--- src/hw/rtl/teq_pkg.sv ---
package teq_pkg;

	// Default sizes
	localparam int QUEUE_DEPTH_DEF = 32;
	localparam int TIME_BITS_DEF   = 48;
	localparam int JOB_BITS_DEF    = 8;

	// Fixed field widths
	localparam int KIND_BITS   = 4;
	localparam int FUNC_BITS   = 3;
	localparam int STATUS_BITS = 2;
	localparam int CFG_IDX_BITS = 1;

	// Command codes
	localparam logic [FUNC_BITS-1:0] FN_INIT    = 3'd0;
	localparam logic [FUNC_BITS-1:0] FN_PEEK    = 3'd1;
	localparam logic [FUNC_BITS-1:0] FN_ADVANCE = 3'd2;
	localparam logic [FUNC_BITS-1:0] FN_INSERT  = 3'd3;
	localparam logic [FUNC_BITS-1:0] FN_DELAY   = 3'd4;
	localparam logic [FUNC_BITS-1:0] FN_CANCEL  = 3'd5;
	localparam logic [FUNC_BITS-1:0] FN_FIND    = 3'd6;
	localparam logic [FUNC_BITS-1:0] FN_CLEAR   = 3'd7;

	// Result status codes
	localparam logic [STATUS_BITS-1:0] STAT_OK    = 2'd0;
	localparam logic [STATUS_BITS-1:0] STAT_MISS  = 2'd1;
	localparam logic [STATUS_BITS-1:0] STAT_EARLY = 2'd2;
	localparam logic [STATUS_BITS-1:0] STAT_FULL  = 2'd3;

	// Event kinds loaded by init
	localparam logic [KIND_BITS-1:0] KIND_BEGIN = 4'd0;
	localparam logic [KIND_BITS-1:0] KIND_END   = 4'd1;

	// Configuration register indexes
	localparam logic [CFG_IDX_BITS-1:0] CFG_START_TIME = 1'b0;
	localparam logic [CFG_IDX_BITS-1:0] CFG_END_TIME   = 1'b1;

	// Cell operations
	localparam logic [1:0] CELL_HOLD   = 2'd0;
	localparam logic [1:0] CELL_INSERT = 2'd1;
	localparam logic [1:0] CELL_REMOVE = 2'd2;
	localparam logic [1:0] CELL_LOAD   = 2'd3;

	typedef struct packed {
		logic [1:0] op;
		logic       sel;   // remove: take right neighbor; load: take key
	} cell_ctl_t;

endpackage

--- src/hw/rtl/teq_cell.sv ---
module teq_cell #(
	parameter int TIME_BITS = teq_pkg::TIME_BITS_DEF,
	parameter int JOB_BITS  = teq_pkg::JOB_BITS_DEF
) (
	input  logic                           clk,
	input  logic                           arst_n,
	input  teq_pkg::cell_ctl_t             ctl,
	input  logic [TIME_BITS-1:0]           key_time,
	input  logic [teq_pkg::KIND_BITS-1:0]  key_kind,
	input  logic [JOB_BITS-1:0]            key_job,
	input  logic                           left_valid,
	input  logic [TIME_BITS-1:0]           left_time,
	input  logic [teq_pkg::KIND_BITS-1:0]  left_kind,
	input  logic [JOB_BITS-1:0]            left_job,
	input  logic                           left_place,
	input  logic                           right_valid,
	input  logic [TIME_BITS-1:0]           right_time,
	input  logic [teq_pkg::KIND_BITS-1:0]  right_kind,
	input  logic [JOB_BITS-1:0]            right_job,
	output logic                           valid,
	output logic [TIME_BITS-1:0]           ent_time,
	output logic [teq_pkg::KIND_BITS-1:0]  ent_kind,
	output logic [JOB_BITS-1:0]            ent_job,
	output logic                           place,
	output logic                           match
);
	import teq_pkg::*;

	logic                 valid_q, valid_d;
	logic [TIME_BITS-1:0] time_q, time_d;
	logic [KIND_BITS-1:0] kind_q, kind_d;
	logic [JOB_BITS-1:0]  job_q, job_d;

	// New key belongs here or earlier when this slot is empty or later than the key
	assign place = !valid_q || (time_q > key_time);
	assign match = valid_q && (kind_q == key_kind) && (job_q == key_job);

	always_comb begin
		valid_d = valid_q;
		time_d  = time_q;
		kind_d  = kind_q;
		job_d   = job_q;
		case (ctl.op)
			CELL_INSERT: begin
				if (place) begin
					if (left_place) begin
						valid_d = left_valid;
						time_d  = left_time;
						kind_d  = left_kind;
						job_d   = left_job;
					end else begin
						valid_d = 1'b1;
						time_d  = key_time;
						kind_d  = key_kind;
						job_d   = key_job;
					end
				end
			end
			CELL_REMOVE: begin
				if (ctl.sel) begin
					valid_d = right_valid;
					time_d  = right_time;
					kind_d  = right_kind;
					job_d   = right_job;
				end
			end
			CELL_LOAD: begin
				valid_d = ctl.sel;
				time_d  = key_time;
				kind_d  = key_kind;
				job_d   = key_job;
			end
			default: ;
		endcase
	end

	always_ff @(posedge clk or negedge arst_n) begin
		if (!arst_n) begin
			valid_q <= 1'b0;
		end else begin
			valid_q <= valid_d;
		end
	end

	always_ff @(posedge clk) begin
		time_q <= time_d;
		kind_q <= kind_d;
		job_q  <= job_d;
	end

	assign valid    = valid_q;
	assign ent_time = time_q;
	assign ent_kind = kind_q;
	assign ent_job  = job_q;

endmodule

--- config.mk ---
export PLATFORM = sky130hd
export DESIGN_NAME = teq_cell
export DESIGN_NICKNAME = d
export VERILOG_FILES = /design/src/hw/rtl/teq_pkg.sv /design/src/hw/rtl/teq_cell.sv
export SDC_FILE = /design/constraint.sdc
export NUM_CORES = 1
export LEC_CHECK = 0
export BUFFER_PORTS_ARGS = -buffer_cell sky130_fd_sc_hd__buf_2
export CORE_MARGIN = 2
export CORE_UTILIZATION = 46
export CTS_CLUSTER_DIAMETER = 80
export DETAILED_ROUTE_END_ITERATION = 8
export HOLD_SLACK_MARGIN = 0.05
export PLACE_DENSITY_LB_ADDON = 0.12
export SLEW_MARGIN = 10
export SYNTH_ARGS = -nofsm -noshare
export SYNTH_HDL_FRONTEND = slang
export SYNTH_SLANG_ARGS = --single-unit
--- constraint.sdc ---
create_clock -name clk -period 6.44 [get_ports clk]
set_input_delay 0.966 -clock clk [delete_from_list [all_inputs] [get_ports clk]]
set_output_delay 0.966 -clock clk [all_outputs]
set_load 0.05 [all_outputs]
* After elaboration in Yosys (flattened, before gate mapping) *
Index checks and enable logic that the tools add are counted.

cells by class
  order comparisons = 1
  equality and inequality tests = 7
  mux-type cells = 16
  reduce and logical (&&, ||, !) cells = 6

operator list
  cell                  count
  $mux W48              3
  $pmux W48 S3          1
  $gt A48 B48 Y1        1
  $mux W8               3
  $pmux W8 S3           1
  $mux W4               3
  $pmux W4 S3           1
  $eq A8 B8 Y1          1
  $eq A2 B2 Y1 const B  2
  $eq A4 B4 Y1          1
  $ne A2 B2 Y1 const B  2
  $mux W1               3
  $pmux W1 S3           1
  $reduce_and A3 Y1     1
  $reduce_bool A3 Y1    1
  $eq A2 B1 Y1 const B  1
  $logic_and A1 B1 Y1   2
  $logic_not A1 Y1      1
  $logic_or A1 B1 Y1    1

word-level totals
  flip-flop bits (word level) = 61
  output and inout port bits = 63

* Depth between registers and ports, before layout *
Gate-level depths: netlist (run 1).

  word-level depth = 4
  depth in mapped cells = 8
  gate-level depth less buffers = 8

* Least setup slack after synthesis (run 1) *
Ideal clock, no wire load.

  kind = input to register
  start point = in key_time[47]
  end point = reg job_q[0] (netlist: ent_job[0]), enable pin
  setup time = 0.514 ns
  arrival time = 5.559 ns
  data required time = 5.926 ns
  path slack = 0.367 ns
  stages on the path = 8
  cells stage by stage = inv_1 ha_1 nand4_2 nor4_4 and4_4 nor3b_2 a21oi_1 a31oi_1

on the way
  cells in the longest elaborated chain, start to end = 4

RTL lines
  element                      RTL line        RTL
  from (decl)                  teq_cell.sv:8   input logic [TIME_BITS-1:0] key_time,
  $gt A48 B48 Y1               teq_cell.sv:35  assign place = !valid_q || (time_q > key_time);
  $logic_or A1 B1 Y1           teq_cell.sv:35
  $ne A2 B2 Y1 (no line)       --
  $reduce_and A3 Y1 (no line)  --
  to (signal assigned)         teq_cell.sv:88  job_q <= job_d;
  to (decl)                    teq_cell.sv:32  logic [JOB_BITS-1:0] job_q, job_d;

Every way passes these cells.
A chain may end at the register's enable or synchronous reset.

* Worst setup path after layout (run 1) *
  start point = in key_time[33]
  end point = out place

on the way
  cells in the longest elaborated chain, start to end = 2

RTL lines
  element             RTL line        RTL
  $gt A48 B48 Y1      teq_cell.sv:35
  $logic_or A1 B1 Y1  teq_cell.sv:35
  to (decl)           teq_cell.sv:24  output logic place,

Every way passes these cells.

==> flow_metrics.env, run 1 <==
export IMPL_post_synth_top_area_fraction_pct=37.9
export IMPL_synth_async_reset_ratio_pct=1.64
export IMPL_instances_no_fill=877
export IMPL_drtAntennaViolNets=0
export IMPL_fin_hold_ws_ns=0.391
export IMPL_met1Wirelength_um=5600
export IMPL_vdd_drop_max_mv=0.0986
export IMPL_syn_inst=499
export IMPL_clkSinkCount=61
export IMPL_finalWorstPathRequiredPeriod_ns=4.00
export IMPL_worst_pin_slew_ns=0.804
export IMPL_netlist_top_cell_by_area="edfxtp_1"
export IMPL_finish_net_count=972
export IMPL_netlist_area_um2=4760
export IMPL_cts_tree="done"
export IMPL_pwr_share_seq_pct=39.1
export IMPL_gr_total_overflow=0
export IMPL_grt_pass1_wl_um=21700
export IMPL_die_width_um=106
export IMPL_diodes=0
export IMPL_p_sw_share_pct=40.9
export IMPL_rsz0062_at_grt="no"
export IMPL_status="finished, final reports clean"
export IMPL_hold_class="primary input to asynchronous set/reset pin"
export IMPL_clock_latency_of_the_later_clocked_register_in_the_worst_skew_pair_ns=0.34
export IMPL_clkTransAtPathRegs_ns=0.07
export IMPL_synth_area_top_cells="edfxtp_1, ha_1, mux2i_1, a211oi_1, a21oi_1"
export IMPL_area_growth_pct=32.0
export IMPL_maxCapViolations=0
export IMPL_layout_core_utilization_pct=61.6
export IMPL_first_pass_iters=4
export IMPL_finalSetupViolCount=0
export IMPL_period_utilization_pct=62.2
export IMPL_timing_slew_headroom_pct=46.4
export IMPL_ctsResizeCount=0
export IMPL_starting_drc_count_in_detailed_routing=270
export IMPL_avgViaCountPerCell=5.41
export IMPL_final_layout_size_suffix_gt1_share_pct=37.1
export IMPL_met2_wl_um=6830
export IMPL_first_global_vias=4594
export IMPL_wl_per_cell_um=15.7
export IMPL_synth_seq_cells=61
export IMPL_synth_cells_most_frequent="a21oi_1, edfxtp_1, inv_1"
export IMPL_cts_htree_levels=3
export IMPL_syn_avg_cell_area_um2=9.53
export IMPL_max_clock_path_buffers=2
export IMPL_yosys_most_used_dff="edfxtp_1"
export IMPL_worst_setup_path_end_kind="output port"
export IMPL_grt_antenna_before_repair=0
export IMPL_power_net_switching_mw=0.575
export IMPL_dieArea_um2=11200
export IMPL_cp_required_ns=5.47
export IMPL_criticalPathCategory="primary input to output port"
export IMPL_p_int_mw=0.832
export IMPL_vias=4747
export IMPL_kind_of_start_point_of_the_critical_path="primary input"
export IMPL_power_per_cell_area_nw_per_um2=224
export IMPL_cts_root_buffer_cell="clkbuf_8"
export IMPL_power_clock_fraction_pct=20.1
export IMPL_clock_skew_ns=0.00890
export IMPL_globalRouteTotalUtil_pct=24.3
export IMPL_hpwlAfterDp_um=10600
export IMPL_start_util_pct=46.7
export IMPL_gp_congestion=0.866
export IMPL_coreArea_um2=10200
export IMPL_hold_viol=0
export IMPL_cts_setup_buffers=0
export IMPL_critical_path_peak_fanout=3
export IMPL_p_leak_nw=3.01
export IMPL_yosysUniqueCellTypes=38
export IMPL_maxSlewViolCount=0
export IMPL_route_detailed_drc=0
export IMPL_synth_seq_area_share_pct=38.4
export IMPL_comb_pwr_share_pct=40.9
export IMPL_synth_edff_count=60
export IMPL_synth_warnings=0
export IMPL_worstPathArrival_ns=3.04
export IMPL_cts_buffers=9
export IMPL_met3RoutedLength_um=1080
export IMPL_maxClockFrequency_mhz=250
export IMPL_route_final_wire_length_um=13800
export IMPL_maximum_number_of_pins_on_one_net_before_global_route_repair=83
export IMPL_top_layer_used="met4"
export IMPL_synthesis_nets=735
export IMPL_die_height_um=106
export IMPL_rows=37
export IMPL_placed_cells=861
export IMPL_numPortBuffers=250
export IMPL_setup_tns_ns=0
export IMPL_totalPowerFinal_mw=1.41
export IMPL_hold_buffers=0
export IMPL_io_pins=251
export IMPL_most_frequent_cell_after_synthesis="a21oi_1"
## power by group through the flow
| stage | sequential (mW) | combinational [mW] | clock, mW |
|---|---|---|---|
| 2_1_floorplan | 0.742 | 0.215 | 0 |
| 3_3_place_gp | 0.556 | 0.568 | 0 |
| 3_5_place_dp | 0.557 | 0.576 | 0 |
| 4_1_cts | 0.550 | 0.579 | 0.293 |
| 5_1_grt | 0.557 | 0.625 | 0.304 |
| 6_report | 0.550 | 0.575 | 0.282 |
## registers in the layout (all words and copies together), names as in the netlist
register  count
ent_job       8
valid         1
ent_time     48
ent_kind      4
## through the flow
| step | cell area (um2) | worst slack, ns |
|---|---|---|
| finish | 6280 | 2.44 |
| floorplan | 4760 | 0.367 |
| CTS | 6280 | 2.40 |
| detailed placement | 6130 | 2.41 |
| global route | 6280 | 2.19 |
| global placement | 6130 | 2.43 |
## layout by cell type, fill, tap and decap left out, drive strengths merged
| master | instances |
|---|---|
| nor4 | 2 |
| o22ai | 21 |
| a2111oi | 1 |
| and4 | 2 |
| a21oi | 62 |
| o21ai | 6 |
| ha | 48 |
| clkbuf | 13 |
| o41ai | 1 |
| o21a | 1 |
| a221oi | 1 |
| nand2b | 3 |
| nor3b | 1 |
| edfxtp | 60 |
| xnor2 | 8 |
| dfrtp | 1 |
| nand3 | 7 |
| a22oi | 1 |
| a211oi | 42 |
| nor2b | 17 |
| nor3 | 2 |
| and3 | 1 |
| clkinv | 3 |
| nand2 | 17 |
| nand4 | 8 |
| inv | 49 |
| nor2 | 33 |
| a31oi | 23 |
| a31o | 2 |
| or4b | 1 |
| buf | 257 |
| mux2i | 40 |
| xor2 | 4 |
| o211ai | 3 |
## per-layer routing
layer / GRT usage (%) / vias to the layer above
li1: - / 2364
met5: 0 / -
met2: 43.2 / 208
met4: 8.36 / 0
met1: 29.1 / 2157
met3: 4.95 / 18
## worst max-delay path, stage by stage
cell	delay [ns]
buf_2	0.07
inv_1	0.04
ha_1	0.30
a21oi_1	0.13
nor2_1	0.06
a211oi_1	0.28
o41ai_1	0.13
a2111oi_2	0.63
a31oi_1	0.16
buf_2	0.25
## cells by family (layout without fill, tap and decap cells)
| logic type | after synthesis | in the layout | share of synthesized area (%) |
|---|---|---|---|
| AO/OA/AOI/OAI | 164 | 164 | 21.4 |
| AND/OR/NAND/NOR | 94 | 94 | 10.5 |
| buffers and inverters | 80 | 322 | 6.39 |
| flip-flops | 61 | 61 | 38.4 |
| adder cells (fa/ha/maj) | 48 | 48 | 12.6 |
| multiplexers | 40 | 40 | 8.42 |
| XOR/XNOR | 12 | 12 | 2.21 |
## final cells by class
type	instances	area (um2)
Timing Repair Buffer	257	1300
Inverter	49	184
Tap cell	136	170
Fill cell	907	3910
Clock buffer	13	139
Clock inverter	3	12.5
Multi-Input combinational cell	358	2640
Sequential cell	61	1830
## final timing paths
path,endpoint,from,cells past startpoint,slack [ns]
worst max-delay path,place,key_time[33],10,2.44
worst min-delay path,valid,arst_n,1,0.39
worst max register to register,ent_time[42],ent_time[45],8,3.64
worst min register to register,valid,ent_time[47],3,0.84
max in group asynchronous,valid,arst_n,1,5.96
min in group clk,valid,ent_time[47],3,0.84
Note: power is estimated with default switching activity, not from simulation.
==> run 2, diff against run 1 <==
==> constraint.sdc (replaced) <==
create_clock -name clk -period 3.9 [get_ports clk]
set_input_delay 0.585 -clock clk [delete_from_list [all_inputs] [get_ports clk]]
set_output_delay 0.585 -clock clk [all_outputs]
set_load 0.05 [all_outputs]
==> flow_metrics.env, run 2 (synthesis results as in run 1) <==
export IMPL_first_global_vias=4617
export IMPL_worst_r2r_path_depth=8
export IMPL_grt_pass1_wl_um=21500
export IMPL_worst_path_max_delay_cell="a2111oi_2"
export IMPL_globalRouteTotalUtil_pct=24.3
export IMPL_clock_latency_of_the_later_clocked_register_in_the_worst_skew_pair_ns=0.34
export IMPL_numPortBuffers=250
export IMPL_maxSlewViolCount=0
export IMPL_max_clock_path_buffers=2
export IMPL_diodes=0
export IMPL_placed_cells=861
export IMPL_start_util_pct=46.7
export IMPL_route_detailed_drc=0
export IMPL_cts_root_buffer_cell="clkbuf_8"
export IMPL_status="finished, final reports clean"
export IMPL_layout_cells_most_common_list="buf_2, a21oi_1, edfxtp_1"
export IMPL_power_net_switching_mw=0.957
export IMPL_worst_setup_path_end_kind="output port"
export IMPL_die_width_um=106
export IMPL_p_sw_share_pct=40.7
export IMPL_detailedPlace_worstSlack_ns=0.604
export IMPL_cts_setup_buffers=0
export IMPL_path_cells="ha_1, a21oi_1, nor2b_1, o21ai_0, o41ai_1, a2111oi_2, a31oi_1, buf_2"
export IMPL_criticalPathCategory="flop to output port"
export IMPL_gr_total_overflow=0
export IMPL_period_utilization_pct=84.6
export IMPL_maximum_number_of_pins_on_one_net_before_global_route_repair=65
export IMPL_power_clock_fraction_pct=21.2
export IMPL_post_route_worst_setup_slack_ns=0.601
export IMPL_cp_required_ns=3.31
export IMPL_instances_no_fill=878
export IMPL_cts_tree="done"
export IMPL_clock_skew_ns=0.00735
export IMPL_dieArea_um2=11200
export IMPL_coreArea_um2=10200
export IMPL_critPathLaunch="ent_time[45]"
export IMPL_grt_antenna_before_repair=0
export IMPL_gp_congestion=0.843
export IMPL_route_final_wire_length_um=13800
export IMPL_hpwlAfterDp_um=10700
export IMPL_finalWorstPathRequiredPeriod_ns=3.30
export IMPL_critical_path_max_stage_delay_ns=0.65
export IMPL_hold_buffers=1
export IMPL_rr_startpoint="ent_time[47]"
export IMPL_comb_pwr_share_pct=40.4
export IMPL_cts_buffers=9
export IMPL_hold_viol=0
export IMPL_p_int_mw=1.40
export IMPL_drtAntennaViolNets=0
export IMPL_rsz0062_at_grt="no"
export IMPL_area_growth_pct=32.4
export IMPL_die_height_um=106
export IMPL_vias=4744
export IMPL_avgViaCountPerCell=5.40
export IMPL_clkSinkCount=61
export IMPL_worstPathArrival_ns=2.71
export IMPL_power_per_cell_area_nw_per_um2=373
export IMPL_rows=37
export IMPL_pwr_share_seq_pct=38.4
export IMPL_vdd_drop_max_mv=0.179
export IMPL_final_layout_size_suffix_gt1_share_pct=37.3
export IMPL_first_pass_iters=5
export IMPL_finish_net_count=973
export IMPL_layout_core_utilization_pct=61.8
export IMPL_critical_path_peak_fanout=3
export IMPL_timing_slew_headroom_pct=39.9
export IMPL_kind_of_start_point_of_the_critical_path="flop"
export IMPL_maxClockFrequency_mhz=303
export IMPL_cts_htree_levels=3
export IMPL_largest_register_ff_count=48
export IMPL_finalSetupViolCount=0
export IMPL_totalPowerFinal_mw=2.35
export IMPL_maxCapViolations=0
export IMPL_ctsResizeCount=0
export IMPL_starting_drc_count_in_detailed_routing=305
export IMPL_io_pins=251
export IMPL_hold_class="primary input to asynchronous set/reset pin"
export IMPL_clkTransAtPathRegs_ns=0.07
export IMPL_setup_tns_ns=0
export IMPL_layout_commonest_cell="buf_2"
export IMPL_wl_per_cell_um=15.7
export IMPL_p_leak_nw=3.02
export IMPL_worst_pin_slew_ns=0.901
-- run 2: worst paths after layout --
| kind | end | slack [ns] |
|---|---|---|
| hold reg to reg | valid | 0.83 |
| min in group clk | ent_time[43] | 0.59 |
| setup reg to reg | ent_time[7] | 0.96 |
| setup / recovery | place | 0.60 |
| max in group asynchronous | valid | 3.28 |
| hold / removal | valid | 0.54 |
-- run 2: worst max-delay path, delay by kind of cell, from the launching register on --
| family | cells | cell delay [ns] |
|---|---|---|
| buffers and inverters | 1 | 0.26 |
| and+or+nand+nor | 1 | 0.05 |
| DFF | 1 | 0.39 |
| adders and majority gates | 1 | 0.32 |
| AOI/OAI and AO/OA | 5 | 1.33 |
-- run 2: final cells by class --
cell class              count  area (um2)
fillers                   896        3890
flip-flops and latches     61        1830
multi-input cells         358        2640
inverters                  49         184
clock inverters             2        10.0
well taps                 136         170
clock buffers              14         153
repair buffers            258        1310
-- run 2: metrics by stage --
| stage | hold slack [ns] | cell area [um2] |
|---|---|---|
| after floorplan | 0.289 | 4770 |
| after global placement | 0.361 | 6130 |
| after detailed placement | 0.362 | 6130 |
| after CTS | 0.518 | 6300 |
| after global routing | 0.533 | 6300 |
| final | 0.535 | 6300 |
-- run 2: routing by layer --
layer	GRT usage [%]	share of wire (%)	vias to the layer above
met5	0	0	-
met4	9.21	1.9	0
met3	5.63	7.9	19
met2	43.2	49	188
met1	28.3	42	2178
li1	-	-	2359
-- run 2: power groups by stage --
stage | Clock, mW | Sequential [mW] | Combinational [mW]
floorplan | 0 | 1.22 | 0.359
global placement | 0 | 0.913 | 0.938
detailed placement | 0 | 0.915 | 0.953
CTS | 0.513 | 0.903 | 0.957
global route | 0.536 | 0.914 | 1.03
finish | 0.498 | 0.903 | 0.951
==> run 3, diff against run 2 <==
--- a/config.mk
+++ b/config.mk
@@ -7,7 +7,7 @@
 export LEC_CHECK = 0
 export BUFFER_PORTS_ARGS = -buffer_cell sky130_fd_sc_hd__buf_2
 export CORE_MARGIN = 2
-export CORE_UTILIZATION = 46
+export CORE_UTILIZATION = 42
 export CTS_CLUSTER_DIAMETER = 80
 export DETAILED_ROUTE_END_ITERATION = 8
 export HOLD_SLACK_MARGIN = 0.05
==> constraint.sdc (replaced) <==
create_clock -name clk -period 2.7 [get_ports clk]
set_input_delay 0.405 -clock clk [delete_from_list [all_inputs] [get_ports clk]]
set_output_delay 0.405 -clock clk [all_outputs]
set_load 0.05 [all_outputs]
==> flow_metrics.env, run 3 (synthesis results as in run 1) <==
export IMPL_timing_slew_headroom_pct=62.5
export IMPL_worst_pin_slew_ns=0.562
export IMPL_maximum_number_of_pins_on_one_net_before_global_route_repair=51
export IMPL_starting_drc_count_in_detailed_routing=325
export IMPL_critical_path_max_stage_delay_ns=0.43
export IMPL_path_cells="ha_4, buf_4, nand2_1, nor2_1, a211oi_2, o41ai_4, a2111oi_2, buf_4, a31oi_1, buf_4"
export IMPL_coreArea_um2=10900
export IMPL_route_detailed_drc=0
export IMPL_clkSinkCount=61
export IMPL_kind_of_start_point_of_the_critical_path="flop"
export IMPL_worst_path_most_repeated_cell="buf_4"
export IMPL_rows=38
export IMPL_area_growth_pct=49.3
export IMPL_violations="setup timing"
export IMPL_die_height_um=110
export IMPL_criticalPathCategory="flop to output port"
export IMPL_pwr_share_seq_pct=33.2
export IMPL_globalRouteTotalUtil_pct=23.1
export IMPL_cts_htree_levels=3
export IMPL_period_utilization_pct=105
export IMPL_gp_congestion=0.888
export IMPL_grt_antenna_before_repair=0
export IMPL_gr_total_overflow=0
export IMPL_maxSlewViolCount=0
export IMPL_p_leak_nw=3.37
export IMPL_drtAntennaViolNets=0
export IMPL_cts_buffers=9
export IMPL_r2r_setup_slack_ns=0.04
export IMPL_p_sw_share_pct=37.9
export IMPL_cts_root_buffer_cell="clkbuf_16"
export IMPL_hold_class="primary input to asynchronous set/reset pin"
export IMPL_layout_core_utilization_pct=65.0
export IMPL_first_pass_iters=5
export IMPL_comb_pwr_share_pct=41.6
export IMPL_vias=4919
export IMPL_clock_skew_ns=0.00823
export IMPL_vdd_drop_max_mv=0.290
export IMPL_maxCapViolations=0
export IMPL_rsz0062_at_grt="yes"
export IMPL_critical_path_peak_fanout=3
export IMPL_post_route_worst_setup_slack_ns=-0.144
export IMPL_power_per_cell_area_nw_per_um2=558
export IMPL_clock_latency_of_the_later_clocked_register_in_the_worst_skew_pair_ns=0.33
export IMPL_wl_per_cell_um=15.8
export IMPL_finish_net_count=1016
export IMPL_worst_path_max_delay_cell="edfxtp_1"
export IMPL_hpwlAfterDp_um=11000
export IMPL_max_clock_path_buffers=2
export IMPL_diodes=0
export IMPL_status="complete, but fails checks"
export IMPL_route_final_wire_length_um=14600
export IMPL_numPortBuffers=250
export IMPL_clkTransAtPathRegs_ns=0.05
export IMPL_layout_cells_most_common_list="buf_2, edfxtp_1, a21oi_1"
export IMPL_worst_setup_path_end_kind="output port"
export IMPL_dieArea_um2=12200
export IMPL_io_pins=251
export IMPL_power_clock_fraction_pct=25.2
export IMPL_largest_register_ff_count=48
export IMPL_grt_pass1_wl_um=23300
export IMPL_power_net_switching_mw=1.50
export IMPL_cp_required_ns=2.30
export IMPL_start_util_pct=43.5
export IMPL_cts_tree="done"
export IMPL_setup_tns_ns=-0.144
export IMPL_layout_commonest_cell="buf_2"
export IMPL_worstPathArrival_ns=2.44
export IMPL_die_width_um=110
export IMPL_hold_viol=0
export IMPL_avgViaCountPerCell=5.32
export IMPL_final_layout_size_suffix_gt1_share_pct=43.4
export IMPL_finalWorstPathRequiredPeriod_ns=2.84
export IMPL_finalSetupViolCount=1
export IMPL_maxClockFrequency_mhz=352
export IMPL_first_global_vias=4992
export IMPL_p_int_mw=2.46
## run 3: changes by cell type in the layout (fill, tap and decap cells not counted), moves of 3 or more
cell       delta
clkbuf_16    +13
buf_12        +3
ha_1         -13
a21oi_2       +3
clkbuf_8     -10
buf_4        +33
clkinv_1      +3
o21ai_1       +3
ha_4         +13
o21ai_0       -4
a21oi_1       -3
## run 3: power by group through the flow
stage	sequential (mW)	clock (mW)	combinational [mW]
finish	1.31	1.00	1.65
global route	1.33	1.07	1.78
CTS	1.31	1.02	1.52
detailed placement	1.32	0	1.45
global placement	1.32	0	1.43
floorplan	1.76	0	0.525
## run 3: worst max-delay path, delay by kind of cell, from the launching register on
family	cells	cell delay (ns)
AO/OA/AOI/OAI	4	0.78
adder cells (fa/ha/maj)	1	0.26
buffers and inverters	3	0.53
flip-flops	1	0.43
AND/OR/NAND/NOR	2	0.10
## run 3: layout make-up
type	count	area, um2
multi-input combinational	358	2890
sequential	61	1830
tap	140	175
inverter	49	184
timing repair buffer	301	1780
clock buffer	11	233
fill	952	3830
clock inverter	4	16.3
## run 3: stage by stage
| step | hold WS [ns] | setup WS [ns] | instance area, um2 | total power [mW] | instances |
|---|---|---|---|---|---|
| 2_1_floorplan | 0.109 | -0.791 | 4810 | 2.29 | 499 |
| 3_3_place_gp | 0.183 | -0.0579 | 6380 | 2.75 | 888 |
| 3_5_place_dp | 0.182 | -0.0986 | 6380 | 2.78 | 888 |
| 4_1_cts | 0.397 | -0.180 | 6800 | 3.85 | 911 |
| 5_1_grt | 0.398 | -0.302 | 7100 | 4.18 | 924 |
| 6_report | 0.408 | -0.144 | 7100 | 3.97 | 924 |
## run 3: path summary, 6_finish.rpt
check | end | cells after the start | startpoint
hold reg to reg | valid | 2 | valid
hold / removal | valid | 2 | arst_n
setup / recovery | place | 10 | ent_time[35]
setup reg to reg | ent_time[26] | 10 | ent_time[42]
max in group asynchronous | valid | 2 | arst_n
min in group clk | ent_kind[1] | 3 | left_kind[1]
## run 3: routing by layer
metal / share of wire, % / global-route usage [%]
met2: 51 / 42.5
met5: 0 / 0
met1: 41 / 26.1
met4: 2.3 / 8.50
met3: 6.2 / 4.83
## run 3: repair_timing
item | CTS | global route
hold buffers | 1 | 0
resized for setup | 13 | 18
endpoints found under the setup margin | 1 | 61
hold endpoints to repair | 1 | 0
setup buffers | 7 | 8
pin swaps | 8 | 13
gates cloned | 0 | 6
